--- config.mk ---
export PLATFORM = sky130hd
export DESIGN_NAME = quadratic_bezier_flattener_flat
export DESIGN_NICKNAME = d
export VERILOG_FILES = /design/src/hw/rtl/qbf_pkg.sv /design/src/hw/rtl/qbf_intf.sv /design/src/hw/rtl/qbf_divider.sv /design/src/hw/rtl/qbf_datapath.sv /design/src/hw/rtl/qbf_controller.sv /design/src/hw/rtl/quadratic_bezier_flattener.sv /design/src/flat_wrapper.sv
export SDC_FILE = /design/constraint.sdc
export NUM_CORES = 2
export LEC_CHECK = 0
export ABC_AREA = 1
export BUFFER_PORTS_ARGS = -buffer_cell sky130_fd_sc_hd__buf_2
export CAP_MARGIN = 20
export CORE_ASPECT_RATIO = 1.1
export CORE_MARGIN = 4
export CORE_UTILIZATION = 60
export DETAILED_ROUTE_END_ITERATION = 8
export PLACE_DENSITY = 0.86
export SETUP_SLACK_MARGIN = 0.4
export SKIP_LAST_GASP = 1
export SYNTH_ARGS = -nofsm -noshare
export SYNTH_HDL_FRONTEND = slang
export SYNTH_SLANG_ARGS = --single-unit
--- constraint.sdc ---
create_clock -name clk_i -period 22.8 [get_ports clk_i]
set_input_delay 2.28 -clock clk_i [delete_from_list [all_inputs] [get_ports clk_i]]
set_output_delay 2.28 -clock clk_i [all_outputs]
set_load 0.05 [all_outputs]
--- src/hw/rtl/qbf_pkg.sv ---
`timescale 1ns / 1ps
// shared types and constants for the quadratic bezier flattener
package qbf_pkg;

  localparam int COORD_W      = 24;
  localparam int CFG_W        = 7;
  localparam int MIN_SEGMENTS = 5;

  typedef logic signed [COORD_W-1:0] qbf_coord_t;

  typedef struct packed {
    qbf_coord_t start_x;
    qbf_coord_t start_y;
    qbf_coord_t ctrl_x;
    qbf_coord_t ctrl_y;
    qbf_coord_t end_x;
    qbf_coord_t end_y;
  } qbf_seg_t;

  typedef struct packed {
    qbf_coord_t point_x;
    qbf_coord_t point_y;
    logic       last_point;
  } qbf_pt_t;

  typedef struct packed {
    logic start;
    logic step;
    logic fix;
  } qbf_div_cmd_t;

  typedef struct packed {
    qbf_div_cmd_t div;
    logic         latch;
    logic         load;
    logic         emit;
    logic         last;
  } qbf_cmd_t;

endpackage

--- src/hw/rtl/qbf_intf.sv ---
`timescale 1ns / 1ps
// valid/ready channel interfaces for segments, points and configuration
interface qbf_seg_if import qbf_pkg::*; ();
  logic       valid;
  logic       ready;
  qbf_coord_t start_x;
  qbf_coord_t start_y;
  qbf_coord_t ctrl_x;
  qbf_coord_t ctrl_y;
  qbf_coord_t end_x;
  qbf_coord_t end_y;

  modport source (
    output valid, start_x, start_y, ctrl_x, ctrl_y, end_x, end_y,
    input  ready
  );
  modport sink (
    input  valid, start_x, start_y, ctrl_x, ctrl_y, end_x, end_y,
    output ready
  );
endinterface

interface qbf_pt_if import qbf_pkg::*; ();
  logic       valid;
  logic       ready;
  qbf_coord_t point_x;
  qbf_coord_t point_y;
  logic       last_point;

  modport source (
    output valid, point_x, point_y, last_point,
    input  ready
  );
  modport sink (
    input  valid, point_x, point_y, last_point,
    output ready
  );
endinterface

interface qbf_cfg_if import qbf_pkg::*; ();
  logic             valid;
  logic             ready;
  logic [CFG_W-1:0] segments_per_curve;

  modport source (
    output valid, segments_per_curve,
    input  ready
  );
  modport sink (
    input  valid, segments_per_curve,
    output ready
  );
endinterface

--- src/hw/rtl/qbf_divider.sv ---
`timescale 1ns / 1ps
// restoring bit-serial floor divider, one quotient bit per step
module qbf_divider import qbf_pkg::*; #(
  parameter int MAG_W = 32,
  parameter int D_W   = 13
) (
  input  logic                    clk_i,
  input  qbf_div_cmd_t            cmd_i,
  input  logic signed [MAG_W:0]   dividend_i,
  input  logic        [D_W-1:0]   divisor_i,
  output qbf_coord_t              quot_o,
  output logic        [D_W-1:0]   rem_o
);

  logic [MAG_W-1:0] quot_q, quot_d;
  logic [D_W-1:0]   rem_q, rem_d;
  logic             neg_q, neg_d;
  logic [D_W:0]     trial;
  logic             ge;
  logic [MAG_W:0]   mag;

  always_comb begin
    quot_d = quot_q;
    rem_d  = rem_q;
    neg_d  = neg_q;
    mag    = dividend_i[MAG_W] ? (MAG_W+1)'(-dividend_i) : (MAG_W+1)'(dividend_i);
    trial  = {rem_q, quot_q[MAG_W-1]};
    ge     = trial >= {1'b0, divisor_i};
    if (cmd_i.start) begin
      quot_d = mag[MAG_W-1:0];
      rem_d  = '0;
      neg_d  = dividend_i[MAG_W];
    end else if (cmd_i.step) begin
      quot_d = {quot_q[MAG_W-2:0], ge};
      rem_d  = ge ? D_W'(trial - {1'b0, divisor_i}) : trial[D_W-1:0];
    end else if (cmd_i.fix && neg_q) begin
      // floor for negative dividends
      if (rem_q != '0) begin
        quot_d = ~quot_q;
        rem_d  = divisor_i - rem_q;
      end else begin
        quot_d = -quot_q;
      end
    end
  end

  always_ff @(posedge clk_i) begin
    quot_q <= quot_d;
    rem_q  <= rem_d;
    neg_q  <= neg_d;
  end

  assign quot_o = quot_q[COORD_W-1:0];
  assign rem_o  = rem_q;

endmodule

--- src/hw/rtl/qbf_datapath.sv ---
`timescale 1ns / 1ps
// datapath: config register, segment latch, dividers and quotient/remainder stepping
module qbf_datapath import qbf_pkg::*; #(
  parameter int MAX_SEGMENTS = 64
) (
  input  logic                                 clk_i,
  input  logic                                 rst_ni,
  input  qbf_cmd_t                             cmd_i,
  input  logic                                 cfg_we_i,
  input  logic [CFG_W-1:0]                     cfg_data_i,
  input  qbf_seg_t                             seg_i,
  output logic [$clog2(MAX_SEGMENTS+1)-1:0]    n_o,
  output qbf_pt_t                              pt_o
);

  localparam int N_W   = $clog2(MAX_SEGMENTS + 1);
  localparam int D_W   = $clog2(MAX_SEGMENTS * MAX_SEGMENTS + 1);
  localparam int MAG_W = COORD_W + $clog2(2 * MAX_SEGMENTS + 2);
  localparam int DIV_W = MAG_W + 1;
  localparam int P_W   = N_W + COORD_W + 3;

  function automatic logic [D_W:0] radd(input logic [D_W-1:0] x, input logic [D_W-1:0] y,
                                        input logic [D_W-1:0] dd);
    logic [D_W:0] s;
    s = {1'b0, x} + {1'b0, y};
    if (s >= {1'b0, dd}) begin
      radd = {1'b1, D_W'(s - {1'b0, dd})};
    end else begin
      radd = {1'b0, s[D_W-1:0]};
    end
  endfunction

  logic [N_W-1:0]   n_q;
  logic [CFG_W-1:0] clamp;
  logic [D_W-1:0]   d_q;

  qbf_coord_t p0_q [2];
  qbf_coord_t p1_q [2];
  qbf_coord_t p2_q [2];
  // running value and first/second differences, quotient and remainder by n^2
  qbf_coord_t     nq_q [2], nq_d [2];
  logic [D_W-1:0] nr_q [2], nr_d [2];
  qbf_coord_t     q1_q [2], q1_d [2];
  logic [D_W-1:0] r1_q [2], r1_d [2];
  qbf_coord_t     q2_q [2], q2_d [2];
  logic [D_W-1:0] r2_q [2], r2_d [2];
  qbf_coord_t     out_q [2], out_d [2];
  logic           last_q;

  logic signed [N_W+1:0]   two_n;
  logic signed [COORD_W:0] dp   [2];
  logic signed [P_W-1:0]   prod [2];
  logic signed [DIV_W-1:0] dva  [2];
  logic signed [DIV_W-1:0] dv1  [2];
  qbf_coord_t              qa   [2];
  qbf_coord_t              qd   [2];
  logic [D_W-1:0]          ra   [2];
  logic [D_W-1:0]          rd   [2];
  logic [D_W:0]            r2x  [2];
  logic                    ge2  [2];
  logic [D_W-1:0]          r2n  [2];
  qbf_coord_t              q2n  [2];
  logic [D_W:0]            sl   [2];
  logic [D_W:0]            sn   [2];
  logic [D_W:0]            s1   [2];
  logic [D_W:0]            rr   [2];
  logic                    up   [2];

  always_comb begin
    if (cfg_data_i < CFG_W'(MIN_SEGMENTS)) begin
      clamp = CFG_W'(MIN_SEGMENTS);
    end else if (cfg_data_i > CFG_W'(MAX_SEGMENTS)) begin
      clamp = CFG_W'(MAX_SEGMENTS);
    end else begin
      clamp = cfg_data_i;
    end
  end

  always_ff @(posedge clk_i or negedge rst_ni) begin
    if (!rst_ni) begin
      n_q <= N_W'(MIN_SEGMENTS);
    end else if (cfg_we_i) begin
      n_q <= N_W'(clamp);
    end
  end

  assign two_n = signed'({1'b0, n_q, 1'b0});

  always_comb begin
    for (int a = 0; a < 2; a++) begin
      // divider operands: A = p0 - 2 p1 + p2, first difference 2n (p1 - p0) + A
      dp[a]   = (COORD_W+1)'(p1_q[a]) - (COORD_W+1)'(p0_q[a]);
      prod[a] = P_W'(two_n) * P_W'(dp[a]);
      dva[a]  = DIV_W'(p0_q[a]) - DIV_W'(p1_q[a]) - DIV_W'(p1_q[a]) + DIV_W'(p2_q[a]);
      dv1[a]  = DIV_W'(prod[a]) + dva[a];

      // second difference is 2A
      r2x[a] = {ra[a], 1'b0};
      ge2[a] = r2x[a] >= {1'b0, d_q};
      r2n[a] = ge2[a] ? D_W'(r2x[a] - {1'b0, d_q}) : r2x[a][D_W-1:0];
      q2n[a] = {qa[a][COORD_W-2:0], ge2[a]};
      sl[a]  = radd(rd[a], r2n[a], d_q);

      sn[a] = radd(nr_q[a], r1_q[a], d_q);
      s1[a] = radd(r1_q[a], r2_q[a], d_q);

      // round half away from zero
      rr[a] = {nr_q[a], 1'b0};
      up[a] = (rr[a] > {1'b0, d_q}) || ((rr[a] == {1'b0, d_q}) && !nq_q[a][COORD_W-1]);

      nq_d[a]  = nq_q[a];
      nr_d[a]  = nr_q[a];
      q1_d[a]  = q1_q[a];
      r1_d[a]  = r1_q[a];
      q2_d[a]  = q2_q[a];
      r2_d[a]  = r2_q[a];
      out_d[a] = out_q[a];
      if (cmd_i.load) begin
        nq_d[a] = p0_q[a] + qd[a];
        nr_d[a] = rd[a];
        q1_d[a] = qd[a] + q2n[a] + COORD_W'(sl[a][D_W]);
        r1_d[a] = sl[a][D_W-1:0];
        q2_d[a] = q2n[a];
        r2_d[a] = r2n[a];
      end else if (cmd_i.emit) begin
        out_d[a] = nq_q[a] + COORD_W'(up[a]);
        nq_d[a]  = nq_q[a] + q1_q[a] + COORD_W'(sn[a][D_W]);
        nr_d[a]  = sn[a][D_W-1:0];
        q1_d[a]  = q1_q[a] + q2_q[a] + COORD_W'(s1[a][D_W]);
        r1_d[a]  = s1[a][D_W-1:0];
      end
    end
  end

  for (genvar a = 0; a < 2; a++) begin : g_axis
    qbf_divider #(
      .MAG_W (MAG_W),
      .D_W   (D_W)
    ) u_div_a (
      .clk_i      (clk_i),
      .cmd_i      (cmd_i.div),
      .dividend_i (dva[a]),
      .divisor_i  (d_q),
      .quot_o     (qa[a]),
      .rem_o      (ra[a])
    );

    qbf_divider #(
      .MAG_W (MAG_W),
      .D_W   (D_W)
    ) u_div_d1 (
      .clk_i      (clk_i),
      .cmd_i      (cmd_i.div),
      .dividend_i (dv1[a]),
      .divisor_i  (d_q),
      .quot_o     (qd[a]),
      .rem_o      (rd[a])
    );
  end

  always_ff @(posedge clk_i) begin
    if (cmd_i.latch) begin
      p0_q[0] <= seg_i.start_x;
      p0_q[1] <= seg_i.start_y;
      p1_q[0] <= seg_i.ctrl_x;
      p1_q[1] <= seg_i.ctrl_y;
      p2_q[0] <= seg_i.end_x;
      p2_q[1] <= seg_i.end_y;
      d_q     <= D_W'(n_q) * D_W'(n_q);
    end
    if (cmd_i.emit) begin
      last_q <= cmd_i.last;
    end
    for (int a = 0; a < 2; a++) begin
      nq_q[a]  <= nq_d[a];
      nr_q[a]  <= nr_d[a];
      q1_q[a]  <= q1_d[a];
      r1_q[a]  <= r1_d[a];
      q2_q[a]  <= q2_d[a];
      r2_q[a]  <= r2_d[a];
      out_q[a] <= out_d[a];
    end
  end

  assign n_o             = n_q;
  assign pt_o.point_x    = out_q[0];
  assign pt_o.point_y    = out_q[1];
  assign pt_o.last_point = last_q;

endmodule

--- src/hw/rtl/qbf_controller.sv ---
`timescale 1ns / 1ps
// control state machine: segment intake, divide sequencing, point emission
module qbf_controller import qbf_pkg::*; #(
  parameter int MAX_SEGMENTS = 64
) (
  input  logic                              clk_i,
  input  logic                              rst_ni,
  input  logic                              in_valid_i,
  output logic                              in_ready_o,
  output logic                              out_valid_o,
  input  logic                              out_ready_i,
  input  logic [$clog2(MAX_SEGMENTS+1)-1:0] n_i,
  output qbf_cmd_t                          cmd_o
);

  localparam int N_W   = $clog2(MAX_SEGMENTS + 1);
  localparam int MAG_W = COORD_W + $clog2(2 * MAX_SEGMENTS + 2);
  localparam int CNT_W = $clog2(MAG_W);

  typedef enum logic [5:0] {
    ST_IDLE  = 6'b000001,
    ST_START = 6'b000010,
    ST_DIV   = 6'b000100,
    ST_FIX   = 6'b001000,
    ST_LOAD  = 6'b010000,
    ST_EMIT  = 6'b100000
  } qbf_state_e;

  qbf_state_e       state_q, state_d;
  logic [CNT_W-1:0] cnt_q, cnt_d;
  logic [N_W-1:0]   pt_q, pt_d;
  logic             out_valid_q, out_valid_d;
  logic             slot_free;

  assign slot_free = !out_valid_q || out_ready_i;

  always_comb begin
    state_d     = state_q;
    cnt_d       = cnt_q;
    pt_d        = pt_q;
    cmd_o       = '0;
    in_ready_o  = 1'b0;
    out_valid_d = out_valid_q && !out_ready_i;
    case (state_q)
      ST_IDLE: begin
        in_ready_o = 1'b1;
        if (in_valid_i) begin
          cmd_o.latch = 1'b1;
          state_d     = ST_START;
        end
      end
      ST_START: begin
        cmd_o.div.start = 1'b1;
        cnt_d           = CNT_W'(MAG_W - 1);
        state_d         = ST_DIV;
      end
      ST_DIV: begin
        cmd_o.div.step = 1'b1;
        if (cnt_q == '0) begin
          state_d = ST_FIX;
        end else begin
          cnt_d = cnt_q - 1'b1;
        end
      end
      ST_FIX: begin
        cmd_o.div.fix = 1'b1;
        state_d       = ST_LOAD;
      end
      ST_LOAD: begin
        cmd_o.load = 1'b1;
        pt_d       = N_W'(1);
        state_d    = ST_EMIT;
      end
      ST_EMIT: begin
        if (slot_free) begin
          cmd_o.emit  = 1'b1;
          cmd_o.last  = pt_q == n_i;
          out_valid_d = 1'b1;
          pt_d        = pt_q + 1'b1;
          if (pt_q == n_i) begin
            state_d = ST_IDLE;
          end
        end
      end
      default: begin
        state_d = ST_IDLE;
      end
    endcase
  end

  always_ff @(posedge clk_i or negedge rst_ni) begin
    if (!rst_ni) begin
      state_q     <= ST_IDLE;
      cnt_q       <= '0;
      pt_q        <= '0;
      out_valid_q <= 1'b0;
    end else begin
      state_q     <= state_d;
      cnt_q       <= cnt_d;
      pt_q        <= pt_d;
      out_valid_q <= out_valid_d;
    end
  end

  assign out_valid_o = out_valid_q;

  a_accept_starts : assert property (@(posedge clk_i) disable iff (!rst_ni)
    (in_valid_i && in_ready_o) |=> (state_q == ST_START))
    else $error("accepted segment did not start the divide");

  a_fix_after_div : assert property (@(posedge clk_i) disable iff (!rst_ni)
    (state_q == ST_FIX) |-> ($past(state_q) == ST_DIV && $past(cnt_q) == '0))
    else $error("divide cut short");

  a_load_first_pt : assert property (@(posedge clk_i) disable iff (!rst_ni)
    (state_q == ST_LOAD) |=> (state_q == ST_EMIT && pt_q == N_W'(1)))
    else $error("point count not primed after load");

  a_last_to_idle : assert property (@(posedge clk_i) disable iff (!rst_ni)
    (cmd_o.emit && cmd_o.last) |=> (state_q == ST_IDLE && out_valid_q))
    else $error("last point did not close the segment");

endmodule

--- src/hw/rtl/quadratic_bezier_flattener.sv ---
`timescale 1ns / 1ps
// top level of the quadratic bezier flattener
//
//   channel  | dir | beat
//   ---------+-----+-----------------------------------------------------
//   in_if    | in  | one segment: start, control and end point, x and y
//   out_if   | out | one curve point x, y with last_point on the end point
//   cfg_if   | in  | segments_per_curve, clamped to 5..MAX_SEGMENTS
//
// after a segment is accepted, the bit-serial dividers reduce the difference terms
// by N^2, MAG_W being their step count; points then leave one per cycle while
// out_if.ready stays high
// reset clears the state machine and output valid, and sets N to 5
// in_if.ready is high only between segments; a low out_if.ready holds the point
// and pauses emission
module quadratic_bezier_flattener import qbf_pkg::*; #(
  parameter int MAX_SEGMENTS = 64
) (
  input  logic       clk_i,
  input  logic       rst_ni,
  qbf_seg_if.sink    in_if,
  qbf_pt_if.source   out_if,
  qbf_cfg_if.sink    cfg_if
);

  localparam int N_W = $clog2(MAX_SEGMENTS + 1);

  qbf_cmd_t       cmd;
  qbf_seg_t       seg;
  qbf_pt_t        pt;
  logic [N_W-1:0] n;
  logic           in_ready;
  logic           out_valid;

  assign seg.start_x = in_if.start_x;
  assign seg.start_y = in_if.start_y;
  assign seg.ctrl_x  = in_if.ctrl_x;
  assign seg.ctrl_y  = in_if.ctrl_y;
  assign seg.end_x   = in_if.end_x;
  assign seg.end_y   = in_if.end_y;

  assign cfg_if.ready = 1'b1;

  qbf_controller #(
    .MAX_SEGMENTS (MAX_SEGMENTS)
  ) u_ctrl (
    .clk_i       (clk_i),
    .rst_ni      (rst_ni),
    .in_valid_i  (in_if.valid),
    .in_ready_o  (in_ready),
    .out_valid_o (out_valid),
    .out_ready_i (out_if.ready),
    .n_i         (n),
    .cmd_o       (cmd)
  );

  qbf_datapath #(
    .MAX_SEGMENTS (MAX_SEGMENTS)
  ) u_dp (
    .clk_i      (clk_i),
    .rst_ni     (rst_ni),
    .cmd_i      (cmd),
    .cfg_we_i   (cfg_if.valid),
    .cfg_data_i (cfg_if.segments_per_curve),
    .seg_i      (seg),
    .n_o        (n),
    .pt_o       (pt)
  );

  assign in_if.ready       = in_ready;
  assign out_if.valid      = out_valid;
  assign out_if.point_x    = pt.point_x;
  assign out_if.point_y    = pt.point_y;
  assign out_if.last_point = pt.last_point;

endmodule

--- src/flat_wrapper.sv ---
// flat-port wrapper written by rule: the top's interface ports become plain ports
module quadratic_bezier_flattener_flat import qbf_pkg::*;
#(
  parameter int MAX_SEGMENTS = 64
)
  (clk_i, rst_ni, in_if_valid, in_if_start_x, in_if_start_y, in_if_ctrl_x, in_if_ctrl_y, in_if_end_x, in_if_end_y, in_if_ready, out_if_valid, out_if_point_x, out_if_point_y, out_if_last_point, out_if_ready, cfg_if_valid, cfg_if_segments_per_curve, cfg_if_ready);
  qbf_seg_if in_if_i ();
  qbf_pt_if out_if_i ();
  qbf_cfg_if cfg_if_i ();
  input  logic clk_i;
  input  logic rst_ni;
  input wire logic [$bits(in_if_i.valid)-1:0] in_if_valid;
  input wire logic [$bits(in_if_i.start_x)-1:0] in_if_start_x;
  input wire logic [$bits(in_if_i.start_y)-1:0] in_if_start_y;
  input wire logic [$bits(in_if_i.ctrl_x)-1:0] in_if_ctrl_x;
  input wire logic [$bits(in_if_i.ctrl_y)-1:0] in_if_ctrl_y;
  input wire logic [$bits(in_if_i.end_x)-1:0] in_if_end_x;
  input wire logic [$bits(in_if_i.end_y)-1:0] in_if_end_y;
  output wire logic [$bits(in_if_i.ready)-1:0] in_if_ready;
  output wire logic [$bits(out_if_i.valid)-1:0] out_if_valid;
  output wire logic [$bits(out_if_i.point_x)-1:0] out_if_point_x;
  output wire logic [$bits(out_if_i.point_y)-1:0] out_if_point_y;
  output wire logic [$bits(out_if_i.last_point)-1:0] out_if_last_point;
  input wire logic [$bits(out_if_i.ready)-1:0] out_if_ready;
  input wire logic [$bits(cfg_if_i.valid)-1:0] cfg_if_valid;
  input wire logic [$bits(cfg_if_i.segments_per_curve)-1:0] cfg_if_segments_per_curve;
  output wire logic [$bits(cfg_if_i.ready)-1:0] cfg_if_ready;
  assign in_if_i.valid = in_if_valid;
  assign in_if_i.start_x = in_if_start_x;
  assign in_if_i.start_y = in_if_start_y;
  assign in_if_i.ctrl_x = in_if_ctrl_x;
  assign in_if_i.ctrl_y = in_if_ctrl_y;
  assign in_if_i.end_x = in_if_end_x;
  assign in_if_i.end_y = in_if_end_y;
  assign in_if_ready = in_if_i.ready;
  assign out_if_valid = out_if_i.valid;
  assign out_if_point_x = out_if_i.point_x;
  assign out_if_point_y = out_if_i.point_y;
  assign out_if_last_point = out_if_i.last_point;
  assign out_if_i.ready = out_if_ready;
  assign cfg_if_i.valid = cfg_if_valid;
  assign cfg_if_i.segments_per_curve = cfg_if_segments_per_curve;
  assign cfg_if_ready = cfg_if_i.ready;
  quadratic_bezier_flattener #(.MAX_SEGMENTS(MAX_SEGMENTS)) u_core (.clk_i(clk_i), .rst_ni(rst_ni), .in_if(in_if_i), .out_if(out_if_i), .cfg_if(cfg_if_i));
endmodule
# Word-level counts from Yosys, hierarchy flattened
# Memory sizes are Yosys's and may differ from the RTL's.
# Cells that the tools add are included.
# classes
multipliers	3
n_mux	92
reduce_logical	41
addsub	58
magnitude_cmp	16
n_eq_ne	14
bitwise_logic	4
# op_table
cell	n
$mux W32	20
$mux W13	28
$mux W24	14
$sub A13 B13 Y13	16
$add A24 B1 Y24	8
$add A24 B24 Y24	8
$neg A32 Y32	6
$ge A14 B13 Y1	12
$not A32 Y32	4
$sub A24 B24 Y25	4
$add A13 B13 Y14	6
$mux W14	6
$add A33 B27 Y33	2
$mul A8 B25 Y32	2
$neg A27 Y32	2
$add A26 B24 Y27	2
$reduce_bool A13 Y1	4
$sub A25 B24 Y26	2
$pmux W6 S6	1
$eq A14 B13 Y1	2
$gt A14 B13 Y1	2
$mux W6	4
$mux W7	3
$reduce_bool A2 Y1	10
other kinds (25)	60
# word_totals
memories	10
ramBits	414
input_bits	156
word_cells	257
regBits	224
# mem_list
name	depth	word_bits	rd	rd_ports_with_merged_regs	write_ports	line_no	text
u_core.u_dp.nq_q	2	24	2	0	2	qbf_datapath.sv:41	qbf_coord_t nq_q [2], nq_d [2];
u_core.u_dp.out_q	2	24	2	0	2	qbf_datapath.sv:47	qbf_coord_t out_q [2], out_d [2];
u_core.u_dp.p0_q	2	24	2	0	2	qbf_datapath.sv:37	qbf_coord_t p0_q [2];
u_core.u_dp.p1_q	2	24	2	0	2	qbf_datapath.sv:38	qbf_coord_t p1_q [2];
u_core.u_dp.p2_q	2	24	2	0	2	qbf_datapath.sv:39	qbf_coord_t p2_q [2];
u_core.u_dp.q1_q	2	24	2	0	2	qbf_datapath.sv:43	qbf_coord_t q1_q [2], q1_d [2];
4 more memories	n/a	n/a	n/a	n/a	n/a	n/a	

# Logic depth before layout (Yosys ltp)
# An unclocked memory read counts as a cell.
# depth
depth_word	8
ltp_mapped	48

# Hierarchy
# A second synthesis with hierarchy kept.
# hier_totals
cells_unflattened	12894
hier_area_um2	87657.8
# modules_own_cells
module	cells_per_inst	seq_area_each_um2	instances	area_each_um2
qbf_datapath	8569	13000.0	1	61928.1
qbf_divider at u_core.u_dp.g_axis[0].u_div_a ...	1032	1251.2	3	6092.1
qbf_divider at u_core.u_dp.g_axis[1].u_div_d1	1083	1251.2	1	6306.0
qbf_controller	144	476.7	1	1136.1
quadratic_bezier_flattener	2	0.0	1	11.3

# Worst setup path before layout
# OpenSTA, ideal clock, no wires.
# synth_timing
path_kind	input to register
start	in out_if_ready
end	reg u_core.u_dp.d_q[0] (enable)
path_stages	6
arrival_time_ps	9333
setup_slack_ps	12794
path_buffers	0
setup_ps	674
cell_sequence	nor2_1 -> a211oi_1 -> nand4_1 -> nand2_1 -> nand3_1 -> nor2_1
# synth_lines
item	line_no	text
from (decl)	flat_wrapper.sv:24	input wire logic [$bits(out_if_i.ready)-1:0] out_if_ready;
to (signal assigned)	qbf_datapath.sv:169	d_q <= D_W'(n_q) * D_W'(n_q);
to (decl)	qbf_datapath.sv:35	logic [D_W-1:0] d_q;

==> impl_metrics.py <==
metrics = {
    "status": {
        "status": "finished clean",
    },
    "timing": {
        "tns_ns": 0,
        "timing.fmax_mhz": 97.92,
        "rsz0062_at_grt": "false",
        "period_share_pct": 44.79,
        "fin_worst_skew_ns": 0.04779,
        "tightest_slew_ns": 1.241,
        "whs_ns": 0.5321,
        "maxSlewViolCount": 0,
        "setup_viol": 0,
        "slew_headroom_pct": 16.98,
        "fin_crit_ns": 10.21,
        "hold_viol": 0,
        "setup_ws_ns": 12.59,
    },
    "routing": {
        "via_per_inst": 6.088,
        "post-route-drc-count": 0,
        "ant_nets": 0,
        "drt-initial-drc-count": 9394,
        "first_pass_iters": 7,
        "vias": 80025,
        "wire_per_inst_um": 20.86,
        "drt_wl_total_um": 274200,
    },
    "setup_path": {
        "critical_path_class": "reg2reg",
        "path_buf_inv": 3,
        "r2r_slack_ns": 12.59,
        "critPathLaunchType": "flip-flop",
        "slowest_stage": "xnor2_1",
        "cp_slowest_stage_delay_ns": 0.86,
        "cp-end-kind": "flip-flop",
        "crit_required_ns": 23.26,
        "cp_top_family": "adder cells",
        "crit_path_max_fanout": 61,
        "critPathArrivalTime_ns": 10.67,
    },
    "die": {
        "start_util_pct": 60.63,
        "ioPinCount": 208,
        "row_count": 139,
        "die_y_um": 389.5,
        "core_sq_mm": 0.1310,
        "die-width_um": 354.8,
        "die_area_sq_mm": 0.1382,
    },
    "finish": {
        "num-fill-cells": 11682,
        "nets": 12605,
        "drive_above_1_share_pct": 4.992,
        "area_growth_syn_to_layout_pct": 6.827,
        "fin_cells": 13145,
    },
    "placed_design": {
        "io_buffer_count": 206,
        "place_congestion": 1.063,
        "place_inst": 12998,
        "place_hpwl_um": 219300,
        "place_ws_ns": 12.97,
    },
    "cts": {
        "clock-sinks": 637,
        "hold_buffers": 0,
        "cts_tree": "done",
        "ctsResizeCount": 0,
        "root_buffer": "clkbuf_16",
        "cts_made_buffers": 77,
        "clockBufferDepth": 3,
        "postCtsSetupBuffers": 0,
        "cts.clk_slew.worst_paths_ns": 0.06,
        "cts_htree_levels": 3,
        "clk_latency_ns": 0.73,
    },
    "synth": {
        "yosysTopAreaCellShare_pct": 21.14,
        "postSynthAreaPerCell_sq_um": 7.103,
        "ys_seq_area_share_pct": 23.28,
        "ys_warn_count": 0,
        "synth.area.top_cells": "edfxtp_1, ha_1, nand2_1, fa_1, inv_1",
        "syn_nets": 12468,
        "synth_edf_count": 559,
        "synth_largest_area_cell": "edfxtp_1",
        "ys_async_sr_fraction_pct": 4.082,
        "syn_inst": 11178,
        "ys_types": 69,
        "synthesis.area_sq_mm": 0.07940,
        "synth_seq_cells": 637,
        "synth_flop_cell": "edfxtp_1",
    },
    "global_route": {
        "grt_overflow": 0,
        "grt_pass1_wl_um": 417800,
        "grt_pass1_vias": 76031,
        "grt_max_degree": 177,
        "antenna_found_initial": 4,
        "track_usage_pct": 38.32,
    },
    "min_path": {
        "hold_class": "reg2reg",
    },
    "flow_run": {
        "max-cap-violations": 0,
    },
}
==> final timing paths <==
| path | startpoint | end | cells past startpoint |
|---|---|---|---|
| worst min-delay path | u_core.u_ctrl.cnt_q[0] | u_core.u_ctrl.cnt_q[0] | 1 |
| worst max register to register | u_core.u_dp.p0_q[0][29] | u_core.u_dp.g_axis[1].u_div_d1.quot_q[12] | 36 |
| min in group asynchronous | rst_ni | u_core.u_ctrl.pt_q[2] | 1 |
| worst max-delay path | u_core.u_dp.p0_q[0][29] | u_core.u_dp.g_axis[1].u_div_d1.quot_q[12] | 36 |
| max in group asynchronous | rst_ni | u_core.u_ctrl.state_q[2] | 1 |
| worst min register to register | u_core.u_ctrl.cnt_q[0] | u_core.u_ctrl.cnt_q[0] | 1 |
==> sequential cells by signal (all words and copies together) (netlist names) <==
register / cells
u_core.u_ctrl.cnt_q: 5
u_core.u_ctrl.out_valid_o: 1
u_core.u_ctrl.pt_q: 7
u_core.u_ctrl.state_q: 6
u_core.u_dp.d_q: 12
u_core.u_dp.g_axis.u_div_a.neg_q: 2
u_core.u_dp.g_axis.u_div_a.quot_q: 64
u_core.u_dp.g_axis.u_div_a.rem_o: 26
u_core.u_dp.g_axis.u_div_d1.neg_q: 2
u_core.u_dp.g_axis.u_div_d1.quot_q: 64
u_core.u_dp.g_axis.u_div_d1.rem_o: 26
u_core.u_dp.last_q: 1
u_core.u_dp.n_o: 7
u_core.u_dp.nq_q: 48
u_core.u_dp.nr_q: 26
u_core.u_dp.out_q: 48
u_core.u_dp.p0_q: 48
u_core.u_dp.p1_q: 48
u_core.u_dp.p2_q: 48
u_core.u_dp.q1_q: 48
u_core.u_dp.q2_q: 48
u_core.u_dp.r1_q: 26
u_core.u_dp.r2_q: 26
==> stage by stage <==
step / instance area (sq um) / utilization [%]
floorplan: 79400 / -
global placement: 82180 / 62.75
detailed placement: 82180 / 62.75
CTS: 84810 / 64.76
global route: 84810 / 64.76
finish: 84820 / 64.77
==> per-layer routing <==
| layer | vias to the layer above | share of wire, % | global-route usage [%] |
|---|---|---|---|
| met3 | 1029 | 10 | 6.678 |
| li1 | 37453 | - | - |
| met5 | - | 0.011 | 0 |
| met2 | 4495 | 44 | 60.73 |
| met4 | 4 | 7.4 | 24.16 |
| met1 | 37044 | 38 | 48.71 |
==> placed cells by master, fill, tap and decap left out, types with 17 or more instances in the layout <==
cell type / n
dfxtp_1: 52
nand3_1: 659
ha_1: 788
a21o_1: 69
o211ai_1: 99
xnor2_1: 177
nand3_2: 17
inv_2: 17
nand4_1: 181
clkinv_1: 17
or2_2: 51
o22ai_1: 22
o21bai_1: 64
a31oi_1: 71
nor4_1: 55
nand3b_1: 27
o21ai_0: 675
buf_2: 206
xor2_1: 318
o21ai_1: 46
nand2_1: 2560
inv_1: 1751
a21oi_1: 891
nor3_1: 126
clkbuf_16: 78
nor2_1: 1053
nand2_2: 32
a32oi_1: 17
dfrtp_1: 23
edfxtp_1: 559
nor2_2: 27
o2111ai_1: 20
buf_4: 43
fa_1: 346
a22oi_1: 26
clkbuf_1: 18
==> layout make-up <==
| class | count | area, sq um | area share, % |
|---|---|---|---|
| well taps | 1762 | 2205 | 2.599 |
| multi-input cells | 8568 | 53400 | 62.96 |
| clock inverters | 41 | 529.3 | 0.6240 |
| diodes | 4 | 10.01 | 0.01180 |
| clock buffers | 102 | 2102 | 2.478 |
| flip-flops and latches | 637 | 18480 | 21.79 |
| inverters | 1780 | 6698 | 7.897 |
| repair buffers | 251 | 1394 | 1.643 |
==> logic make-up after synthesis <==
| family | count (synthesis) | synth area share [%] |
|---|---|---|
| and+or+nand+nor | 4833 | 25.72 |
| AOI/OAI and AO/OA | 2104 | 14.86 |
| buffers and inverters | 1973 | 9.514 |
| adders and majority gates | 1134 | 21.14 |
| DFF | 637 | 23.28 |
| xor gates and xnor gates | 496 | 5.481 |
| other | 1 | 0.004723 |
==> worst reg2reg max path, delay by kind of cell, from the launching register on <==
kind	cells	cell delay (ns)
XOR/XNOR	2	1.23
adder cells (fa/ha/maj)	7	3.14
AO/OA/AOI/OAI	13	2.82
buffers and inverters	3	0.22
flip-flops	1	0.51
AND/OR/NAND/NOR	11	2.04
==> Yosys cell counts (9+ instances only) <==
cell and instances:
a31o_2 9, edfxtp_1 559, dfxtp_1 52, dfrtp_1 23
buf_2 33, nand2_2 32, a21oi_1 891, buf_6 11
a31oi_1 71, o22ai_1 22, or2_2 51, o211ai_1 99
a21boi_0 15, fa_1 346, o21a_1 16, nor3_1 127
nor2_4 12, nor2_2 27, o21ai_0 675, buf_1 20
o21bai_1 64, a22oi_1 26, a32oi_1 17, nand3b_1 27
inv_1 1753, xnor2_1 177, ha_1 788, xor2_1 318
nand3_2 17, a21o_1 69, inv_2 18, o221ai_1 16
nor4_1 55, nor2_1 1056, nand3_1 659, nand2_1 2560
nand4_1 181, o21ai_1 46, clkbuf_1 124, o2111ai_1 20
Power is not shown: default switching activity piles up to over one toggle a cycle in this logic, so the estimate is an artifact.
